## src/rtl/brf_pkg.sv

```systemverilog
// shared types, command codes and status codes for the byte ring fifo
package brf_pkg;

  localparam int unsigned DepthDefault  = 256;
  localparam int unsigned MaxRunDefault = 64;

  localparam logic [2:0] CmdPush     = 3'd0;
  localparam logic [2:0] CmdPop      = 3'd1;
  localparam logic [2:0] CmdClear    = 3'd2;
  localparam logic [2:0] CmdFirstLen = 3'd3;
  localparam logic [2:0] CmdLastLen  = 3'd4;
  localparam logic [2:0] CmdRun      = 3'd5;
  localparam logic [2:0] CmdRunDelim = 3'd6;
  localparam logic [2:0] CmdBad      = 3'd7;

  localparam logic [1:0] StOk    = 2'd0;
  localparam logic [1:0] StEmpty = 2'd1;
  localparam logic [1:0] StFull  = 2'd2;
  localparam logic [1:0] StError = 2'd3;

  typedef struct packed {
    logic [2:0] cmd;
    logic [7:0] data_byte;
    logic [6:0] run_length;
  } cmd_t;

endpackage

```

## src/rtl/brf_cmd_queue.sv

```systemverilog
// two entry command queue between the front and back parts
module brf_cmd_queue
  import brf_pkg::*;
(
  input  logic clk_i,
  input  logic rst_ni,
  input  logic push_i,
  input  cmd_t push_data_i,
  output logic full_o,
  output logic valid_o,
  input  logic pop_i,
  output cmd_t pop_data_o
);

  cmd_t       mem_q [2];
  logic       wr_q, rd_q;
  logic [1:0] cnt_q;

  assign full_o     = cnt_q == 2'd2;
  assign valid_o    = cnt_q != 2'd0;
  assign pop_data_o = mem_q[rd_q];

  always_ff @(posedge clk_i) begin
    if (push_i) begin
      mem_q[wr_q] <= push_data_i;
    end
  end

  always_ff @(posedge clk_i or negedge rst_ni) begin
    if (!rst_ni) begin
      wr_q  <= 1'b0;
      rd_q  <= 1'b0;
      cnt_q <= 2'd0;
    end else begin
      if (push_i) wr_q <= ~wr_q;
      if (pop_i) rd_q <= ~rd_q;
      cnt_q <= cnt_q + {1'b0, push_i} - {1'b0, pop_i};
    end
  end

endmodule

```

## src/rtl/brf_engine.sv

```systemverilog
// back part: ring storage, indices and the command sequencer
module brf_engine
  import brf_pkg::*;
#(
  parameter int unsigned DEPTH   = DepthDefault,
  parameter int unsigned MAX_RUN = MaxRunDefault
) (
  input  logic       clk_i,
  input  logic       rst_ni,
  input  logic       overwrite_mode_i,
  input  logic       cmd_valid_i,
  input  cmd_t       cmd_i,
  output logic       cmd_take_o,
  output logic       idle_o,
  output logic       valid_o,
  output logic [1:0] status_o,
  output logic [7:0] data_out_o,
  output logic [7:0] count_o,
  output logic [7:0] fill_level_o,
  output logic       last_o
);

  localparam int unsigned AW = (DEPTH > 2) ? $clog2(DEPTH) : 1;
  localparam int unsigned FW = AW + 1;

  localparam logic [2:0] SIdle  = 3'd0;
  localparam logic [2:0] SPopRd = 3'd1;
  localparam logic [2:0] SScan  = 3'd2;
  localparam logic [2:0] SScanW = 3'd3;
  localparam logic [2:0] SRun   = 3'd4;
  localparam logic [2:0] SRunW  = 3'd5;

  logic [7:0]    store_q [DEPTH];
  logic [7:0]    rdata_q;
  logic [AW-1:0] rd_q, wr_q, scan_q;
  logic [FW-1:0] pos_q, found_q, left_q;
  logic [2:0]    state_q;
  cmd_t          cur_q;
  logic          out_v_q, out_last_q;
  logic [1:0]    out_st_q;
  logic [7:0]    out_d_q, out_c_q, out_f_q;

  function automatic logic [AW-1:0] inc(input logic [AW-1:0] i);
    inc = (FW'(i) == FW'(DEPTH - 1)) ? '0 : i + 1'b1;
  endfunction

  function automatic logic [7:0] sat(input logic [FW-1:0] v);
    sat = (32'(v) > 32'd255) ? 8'hff : 8'(v);
  endfunction

  logic [FW-1:0] fill;
  logic [AW-1:0] raddr;
  logic          full;
  assign fill = (wr_q >= rd_q) ? FW'(wr_q) - FW'(rd_q) : FW'(wr_q) + FW'(DEPTH) - FW'(rd_q);
  assign full = inc(wr_q) == rd_q;
  assign raddr = (state_q == SIdle) ? rd_q : scan_q;

  assign cmd_take_o   = state_q == SIdle && cmd_valid_i;
  assign idle_o       = state_q == SIdle && !cmd_valid_i && !out_v_q;
  assign valid_o      = out_v_q;
  assign status_o     = out_st_q;
  assign data_out_o   = out_d_q;
  assign count_o      = out_c_q;
  assign fill_level_o = out_f_q;
  assign last_o       = out_last_q;

  always_ff @(posedge clk_i) begin
    if (cmd_take_o && cmd_i.cmd == CmdPush && !(full && !overwrite_mode_i)) begin
      store_q[wr_q] <= cmd_i.data_byte;
    end
    rdata_q <= store_q[raddr];
  end

  always_ff @(posedge clk_i or negedge rst_ni) begin
    if (!rst_ni) begin
      state_q    <= SIdle;
      rd_q       <= '0;
      wr_q       <= '0;
      scan_q     <= '0;
      pos_q      <= '0;
      found_q    <= '0;
      left_q     <= '0;
      cur_q      <= '0;
      out_v_q    <= 1'b0;
      out_last_q <= 1'b0;
      out_st_q   <= StOk;
      out_d_q    <= '0;
      out_c_q    <= '0;
      out_f_q    <= '0;
    end else begin
      out_v_q <= 1'b0;
      case (state_q)
        SIdle: begin
          if (cmd_valid_i) begin
            cur_q      <= cmd_i;
            out_st_q   <= StOk;
            out_d_q    <= '0;
            out_c_q    <= '0;
            out_f_q    <= sat(fill);
            out_last_q <= 1'b1;
            scan_q     <= rd_q;
            pos_q      <= '0;
            found_q    <= '0;
            case (cmd_i.cmd)
              CmdPush: begin
                out_v_q <= 1'b1;
                if (full && !overwrite_mode_i) begin
                  out_st_q <= StFull;
                end else begin
                  wr_q <= inc(wr_q);
                  if (full) begin
                    rd_q     <= inc(inc(wr_q));
                    out_st_q <= StFull;
                  end else begin
                    out_f_q <= sat(fill + 1'b1);
                  end
                end
              end
              CmdPop: begin
                if (rd_q == wr_q) begin
                  out_v_q  <= 1'b1;
                  out_st_q <= StEmpty;
                  out_f_q  <= '0;
                end else begin
                  rd_q    <= inc(rd_q);
                  out_f_q <= sat(fill - 1'b1);
                  state_q <= SPopRd;
                end
              end
              CmdClear: begin
                out_v_q <= 1'b1;
                rd_q    <= '0;
                wr_q    <= '0;
                out_f_q <= '0;
              end
              CmdFirstLen, CmdLastLen, CmdRunDelim: begin
                if (fill == '0) begin
                  if (cmd_i.cmd == CmdRunDelim && cmd_i.run_length != '0) begin
                    out_st_q <= StError;
                  end
                  out_v_q <= 1'b1;
                end else begin
                  state_q <= SScanW;
                end
              end
              CmdRun: begin
                if (32'(cmd_i.run_length) > MAX_RUN
                    || 32'(cmd_i.run_length) > 32'(fill)) begin
                  out_v_q  <= 1'b1;
                  out_st_q <= StError;
                end else if (cmd_i.run_length == '0) begin
                  out_v_q <= 1'b1;
                end else begin
                  left_q  <= FW'(cmd_i.run_length);
                  out_f_q <= sat(fill - FW'(cmd_i.run_length));
                  state_q <= SRunW;
                end
              end
              default: begin
                out_v_q  <= 1'b1;
                out_st_q <= StError;
              end
            endcase
          end
        end
        SPopRd: begin
          out_v_q <= 1'b1;
          out_d_q <= rdata_q;
          state_q <= SIdle;
        end
        SScanW: begin
          scan_q  <= inc(scan_q);
          state_q <= SScan;
        end
        SScan: begin
          logic [FW-1:0] f;
          logic          done;
          f    = found_q;
          done = 1'b0;
          if (rdata_q == cur_q.data_byte) begin
            f = pos_q + 1'b1;
            if (cur_q.cmd == CmdFirstLen) done = 1'b1;
          end
          if (pos_q + 1'b1 == fill) done = 1'b1;
          found_q <= f;
          pos_q   <= pos_q + 1'b1;
          scan_q  <= inc(scan_q);
          if (done) begin
            if (cur_q.cmd == CmdRunDelim) begin
              if (32'(cur_q.run_length) > MAX_RUN || 32'(cur_q.run_length) > 32'(f)) begin
                out_v_q  <= 1'b1;
                out_st_q <= StError;
                state_q  <= SIdle;
              end else if (cur_q.run_length == '0) begin
                out_v_q <= 1'b1;
                state_q <= SIdle;
              end else begin
                left_q  <= FW'(cur_q.run_length);
                scan_q  <= rd_q;
                out_f_q <= sat(fill - FW'(cur_q.run_length));
                state_q <= SRunW;
              end
            end else begin
              out_v_q <= 1'b1;
              out_c_q <= sat(f);
              state_q <= SIdle;
            end
          end else begin
            state_q <= SScan;
          end
        end
        SRunW: begin
          scan_q  <= inc(scan_q);
          state_q <= SRun;
        end
        SRun: begin
          out_v_q    <= 1'b1;
          out_d_q    <= rdata_q;
          out_last_q <= left_q == FW'(1);
          rd_q       <= inc(rd_q);
          scan_q     <= inc(scan_q);
          left_q     <= left_q - 1'b1;
          if (left_q == FW'(1)) state_q <= SIdle;
        end
        default: state_q <= SIdle;
      endcase
    end
  end

endmodule

```

## src/rtl/byte_ring_fifo_with_delimiter_search_top.sv

```systemverilog
// top level of the byte ring fifo with delimiter search
//  channel  | handshake            | payload
//  command  | start / busy         | cmd_i, data_byte_i, run_length_i
//  result   | result_valid_o       | status_o, data_out_o, count_o, fill_level_o, last_o
//  config   | overwrite_we_i       | overwrite_wdata_i
// push, clear, empty pop, rejected and error commands: the queue, then the engine's idle state
// registers the result; pop: also the store read; delimiter queries: a store scan at one entry
// per cycle (none when empty); a first delimiter query ends at the match
// run pops: store read (after the scan for run to delimiter), then one byte per cycle
// reset clears indices, queue and mode (overwrite on); store content is undefined
// commands queue up to two deep; the receiver cannot stall results
module byte_ring_fifo_with_delimiter_search_top
  import brf_pkg::*;
#(
  parameter int unsigned DEPTH   = DepthDefault,
  parameter int unsigned MAX_RUN = MaxRunDefault
) (
  input  logic       clk_i,
  input  logic       rst_ni,
  input  logic       start,
  output logic       busy,
  input  logic [2:0] cmd_i,
  input  logic [7:0] data_byte_i,
  input  logic [6:0] run_length_i,
  input  logic       overwrite_we_i,
  input  logic       overwrite_wdata_i,
  output logic       result_valid_o,
  output logic [1:0] status_o,
  output logic [7:0] data_out_o,
  output logic [7:0] count_o,
  output logic [7:0] fill_level_o,
  output logic       last_o
);

  logic mode_q;
  logic q_full, q_valid, take, idle;
  cmd_t q_in, q_out;

  always_ff @(posedge clk_i or negedge rst_ni) begin
    if (!rst_ni) begin
      mode_q <= 1'b1;
    end else if (overwrite_we_i) begin
      mode_q <= overwrite_wdata_i;
    end
  end

  assign busy = q_full;
  assign q_in = '{cmd: cmd_i, data_byte: data_byte_i, run_length: run_length_i};

  brf_cmd_queue u_queue (
    .clk_i, .rst_ni,
    .push_i(start && !q_full), .push_data_i(q_in), .full_o(q_full),
    .valid_o(q_valid), .pop_i(take), .pop_data_o(q_out)
  );

  brf_engine #(.DEPTH(DEPTH), .MAX_RUN(MAX_RUN)) u_engine (
    .clk_i, .rst_ni,
    .overwrite_mode_i(mode_q),
    .cmd_valid_i(q_valid), .cmd_i(q_out), .cmd_take_o(take), .idle_o(idle),
    .valid_o(result_valid_o), .status_o, .data_out_o, .count_o, .fill_level_o, .last_o
  );

`ifndef ASSERT_OFF
  a_take_valid: assert property (@(posedge clk_i) disable iff (!rst_ni)
    take |-> q_valid) else $error("take from empty queue");
  a_idle_quiet: assert property (@(posedge clk_i) disable iff (!rst_ni)
    idle |-> !result_valid_o) else $error("result while idle");
  a_last_err: assert property (@(posedge clk_i) disable iff (!rst_ni)
    (result_valid_o && status_o != StOk) |-> last_o) else $error("error not last");
`endif

endmodule
```

## config.mk

```make
export PLATFORM = sky130hd
export DESIGN_NAME = byte_ring_fifo_with_delimiter_search_top
export DESIGN_NICKNAME = d
export VERILOG_FILES = /design/src/rtl/brf_pkg.sv /design/src/rtl/brf_cmd_queue.sv /design/src/rtl/brf_engine.sv /design/src/rtl/byte_ring_fifo_with_delimiter_search_top.sv
export SDC_FILE = /design/constraint.sdc
export NUM_CORES = 2
export LEC_CHECK = 0
export ABC_AREA = 1
export ABC_CLOCK_PERIOD_IN_PS = 8500
export BUFFER_PORTS_ARGS = -buffer_cell sky130_fd_sc_hd__clkbuf_2
export CORE_MARGIN = 2
export CORE_UTILIZATION = 45
export CTS_CLUSTER_DIAMETER = 150
export CTS_CLUSTER_SIZE = 20
export DETAILED_ROUTE_END_ITERATION = 12
export PLACE_DENSITY_LB_ADDON = 0.25
export SLEW_MARGIN = 20
export SYNTH_ARGS = -nofsm -noshare
export SYNTH_HDL_FRONTEND = slang
export SYNTH_SLANG_ARGS = --single-unit
```

## constraint.sdc

```tcl
create_clock -name clk_i -period 8.5 [get_ports clk_i]
set_input_delay 2.125 -clock clk_i [delete_from_list [all_inputs] [get_ports clk_i]]
set_output_delay 2.125 -clock clk_i [all_outputs]
set_load 0.02 [all_outputs]
```

==> out/summary.txt <==
RSZ-0062 raised after global routing = no
Setup Viol. Count Final = 0
Slew Viols, Final = 0
clk buf depth = 3
TritonCTS Sinks = 2197
Die X = 458.9 µm
DRC marker count from the first detailed-route iteration = 8026
CP delay by family, top = simple AND/OR/NAND/NOR gates
global-route wire length before repair = 380500 µm
Layout Cells excl Fill = 10360
final setup TNS = 0 ps
Slew HR = 0.2277
status = finished, final reports clean
area grow syn2layout = 6.328%
final design utilization = 0.4825
commonest cells in the netlist = edfxtp_1, nand2_1, o21ai_0
CTS buffer count = 119
Worst Hold Depth = 2
largest cells by area after synthesis = edfxtp_1, o21ai_0, nand2_1, nand3_1, nor2_1
gpl congestion = 0.9286
synth unique cells = 51
crit-path max FO = 16
Multi-input gate area = 24500 µm²
Routed Antenna Nets = 0
CP most frequent cell = nand2_1
flop and latch count out of synthesis = 2197
crit path buf inv count = 1
later-pin clock latency in the skew report = 840 ps
FILL cells = 18020
share of async-settable or async-resettable flops after synthesis = 0.04779
Post-CTS Hold Fix Bufs = 0
Seq/Total Area, Yosys = 0.7020
synthesized area per cell = 11.84 µm²
Hold Path Class = reg2reg
CTS clock-pin slew for the worst setup and hold paths = 100 ps
critical path cell sequence = ha_1 -> nand3_2 -> nand2_1 -> nand2_1 -> nand2_1 -> nand2_1 -> nand2_1 -> nor2_1 -> nand3_1 -> nor2_2 -> nand2_4 -> nand3_4 -> inv_1 -> nand3_1 -> nor2_1
most used flip-flop cell after synthesis = edfxtp_1
top-count cell post-synth = edfxtp_1
fraction of layout cells with a size suffix above 1 = 0.05437
Final Cell Area = 99020 µm²
drt drc = 0
Slowest-stage cell, CP = nand3_2
Worst Setup Start Kind = flop
Final #Nets = 7698
post-DR vias/cell = 5.952
Slew @ Worst Pin = 1158 ps
min-delay src = u_engine.fill_level_o[5]$_DFFE_PN0P_
critical path required time = 8950 ps
Avg WL per Cell = 24.99 µm
Max-Cap Viols = 0
r2r setup slk = 2930 ps
syn nets = 7935
Root Driver = clkbuf_16
synthesized area = 93120 µm²
Port Buffers = 51
GR Overflow Total = 0
largest net degree at the start of global routing = 232
top cell type's share of synthesized area = 0.6720
Mapped Cells = 7863
initial antenna violation count = 6
Worst EP arrival = 6020 ps
Final Skew = 66.82 ps
# resized after CTS = 0
Post-synth EDFFs = 2084
vias = 61660
reg2reg start = u_engine.wr_q[1]$_DFFE_PN0P_
drt pass-1 iters = 6
Die H = 458.9 µm
Synth area leader = edfxtp_1
Cell Area, Placed = 95730 µm²
synth warn = 0
Fmax = 0.1794 GHz
Sequential Area = 65370 µm²
Setup Buffers After CTS = 0
CTS H-tree lvls = 3
Worst setup EP type = flop
Critical R2R Capture = u_engine.store_q[234][3]$_DFFE_PP_
DPL Wire Length = 150100 µm
Worst R2R Path Depth = 15
routed wire length = 258800 µm
starting density of the core = 0.4538
core area = 205200 µm²
Final Hold Viols = 0
fin crit period = 5574 ps
placed insts = 10190
period utilization = 0.6557
Tot GR Track Use = 0.2404
vias in the first global route = 58560
Worst path max stage delay = 910 ps
Rows = 166
Die Footprint = 210600 µm²
TritonCTS clock tree = built
crit path kind = reg2reg
I/O pins = 52
Hold Path End = u_engine.fill_level_o[5]$_DFFE_PN0P_
registers in the layout, indices dropped and copies added (netlist names), 2 cells and up:
register	cells
u_engine.fill_level_o	8
u_engine.found_q	9
u_engine.data_out_o	8
u_engine.pos_q	9
u_engine.rd_q	8
u_queue.cnt_q	2
u_engine.cur_q	18
u_engine.store_q	2048
u_engine.scan_q	8
u_engine.count_o	8
u_queue.mem_q	36
u_engine.wr_q	8
u_engine.rdata_q	8
u_engine.state_q	3
u_engine.left_q	9
u_engine.status_o	2
through the flow:
| step | worst slack [ps] | hold WS (ps) |
|---|---|---|
| global placement | 3109 | 463.5 |
| CTS | 3125 | 493.4 |
| finish | 2926 | 486.7 |
| global route | 2682 | 519.4 |
| detailed placement | 3143 | 466.6 |
| floorplan | 3825 | 449.5 |
cell usage in the layout, fill, tap and decap left out, types with 17 or more instances in the layout:
cell,instances
nor2_2,54
dfrtp_1,104
inv_1,331
clkbuf_1,38
clkbuf_16,119
o22ai_1,141
ha_1,46
xor2_1,26
nor2_1,747
edfxtp_1,2084
nand4_1,26
clkbuf_2,50
o21ai_1,82
buf_4,80
o211ai_1,245
o21bai_1,343
nand3_1,641
nand2_1,1135
o21ai_0,1128
nand2_4,17
a21oi_1,51
layout make-up:
type                       count  area share
timing repair buffer         146     0.01183
tap                         2688     0.03397
sequential                  2197      0.6602
multi-input combinational   4809      0.2475
antenna                        1  0.00002527
inverter                     353     0.01356
clock inverter                 8    0.001478
clock buffer                 157     0.03151
how the worst max path moves through the flow:
stage | from | endpoint | cells after the start
floorplan | u_queue.rd_q$_DFFE_PN0P_ | u_engine.store_q[0][0]$_DFFE_PP_ | 4
global placement | u_engine.wr_q[1]$_DFFE_PN0P_ | u_engine.store_q[228][1]$_DFFE_PP_ | 15
detailed placement | u_engine.wr_q[1]$_DFFE_PN0P_ | u_engine.store_q[224][2]$_DFFE_PP_ | 15
CTS | u_engine.wr_q[1]$_DFFE_PN0P_ | u_engine.store_q[237][5]$_DFFE_PP_ | 15
global route | u_engine.wr_q[1]$_DFFE_PN0P_ | u_engine.store_q[228][1]$_DFFE_PP_ | 15
finish | u_engine.wr_q[1]$_DFFE_PN0P_ | u_engine.store_q[234][3]$_DFFE_PP_ | 15
layer usage:
metal | vias to the layer above | wire length [µm] | track usage
li1 | 27820 | - | -
met1 | 30370 | 107900 | 0.3447
met2 | 3076 | 118100 | 0.3742
met3 | 393 | 23490 | 0.03596
met4 | 4 | 9299 | 0.08573
met5 | - | 27 | 0
worst reg2reg max path: stages, from the launching register on:
cell and delay [ps]:
dfrtp_1 520, ha_1 480, nand3_2 910, nand2_1 370, nand2_1 110, nand2_1 70
nand2_1 60, nand2_1 80, nor2_1 50, nand3_1 80, nor2_2 120, nand2_4 100
nand3_4 240, inv_1 290, nand3_1 810, nor2_1 890
cell families after synthesis:
group                      Yosys count  share of synthesized area
muxes                                1                  0.0001075
and+or+nand+nor                   2689                     0.1218
xor gates and xnor gates            37                   0.003480
adders and majority gates           49                   0.006825
DFF                               2197                     0.7020
buffers and inverters              857                    0.03765
AOI/OAI and AO/OA                 2033                     0.1282
Power is not shown: default switching activity piles up to over one toggle a cycle in this logic, so the estimate is an artifact.
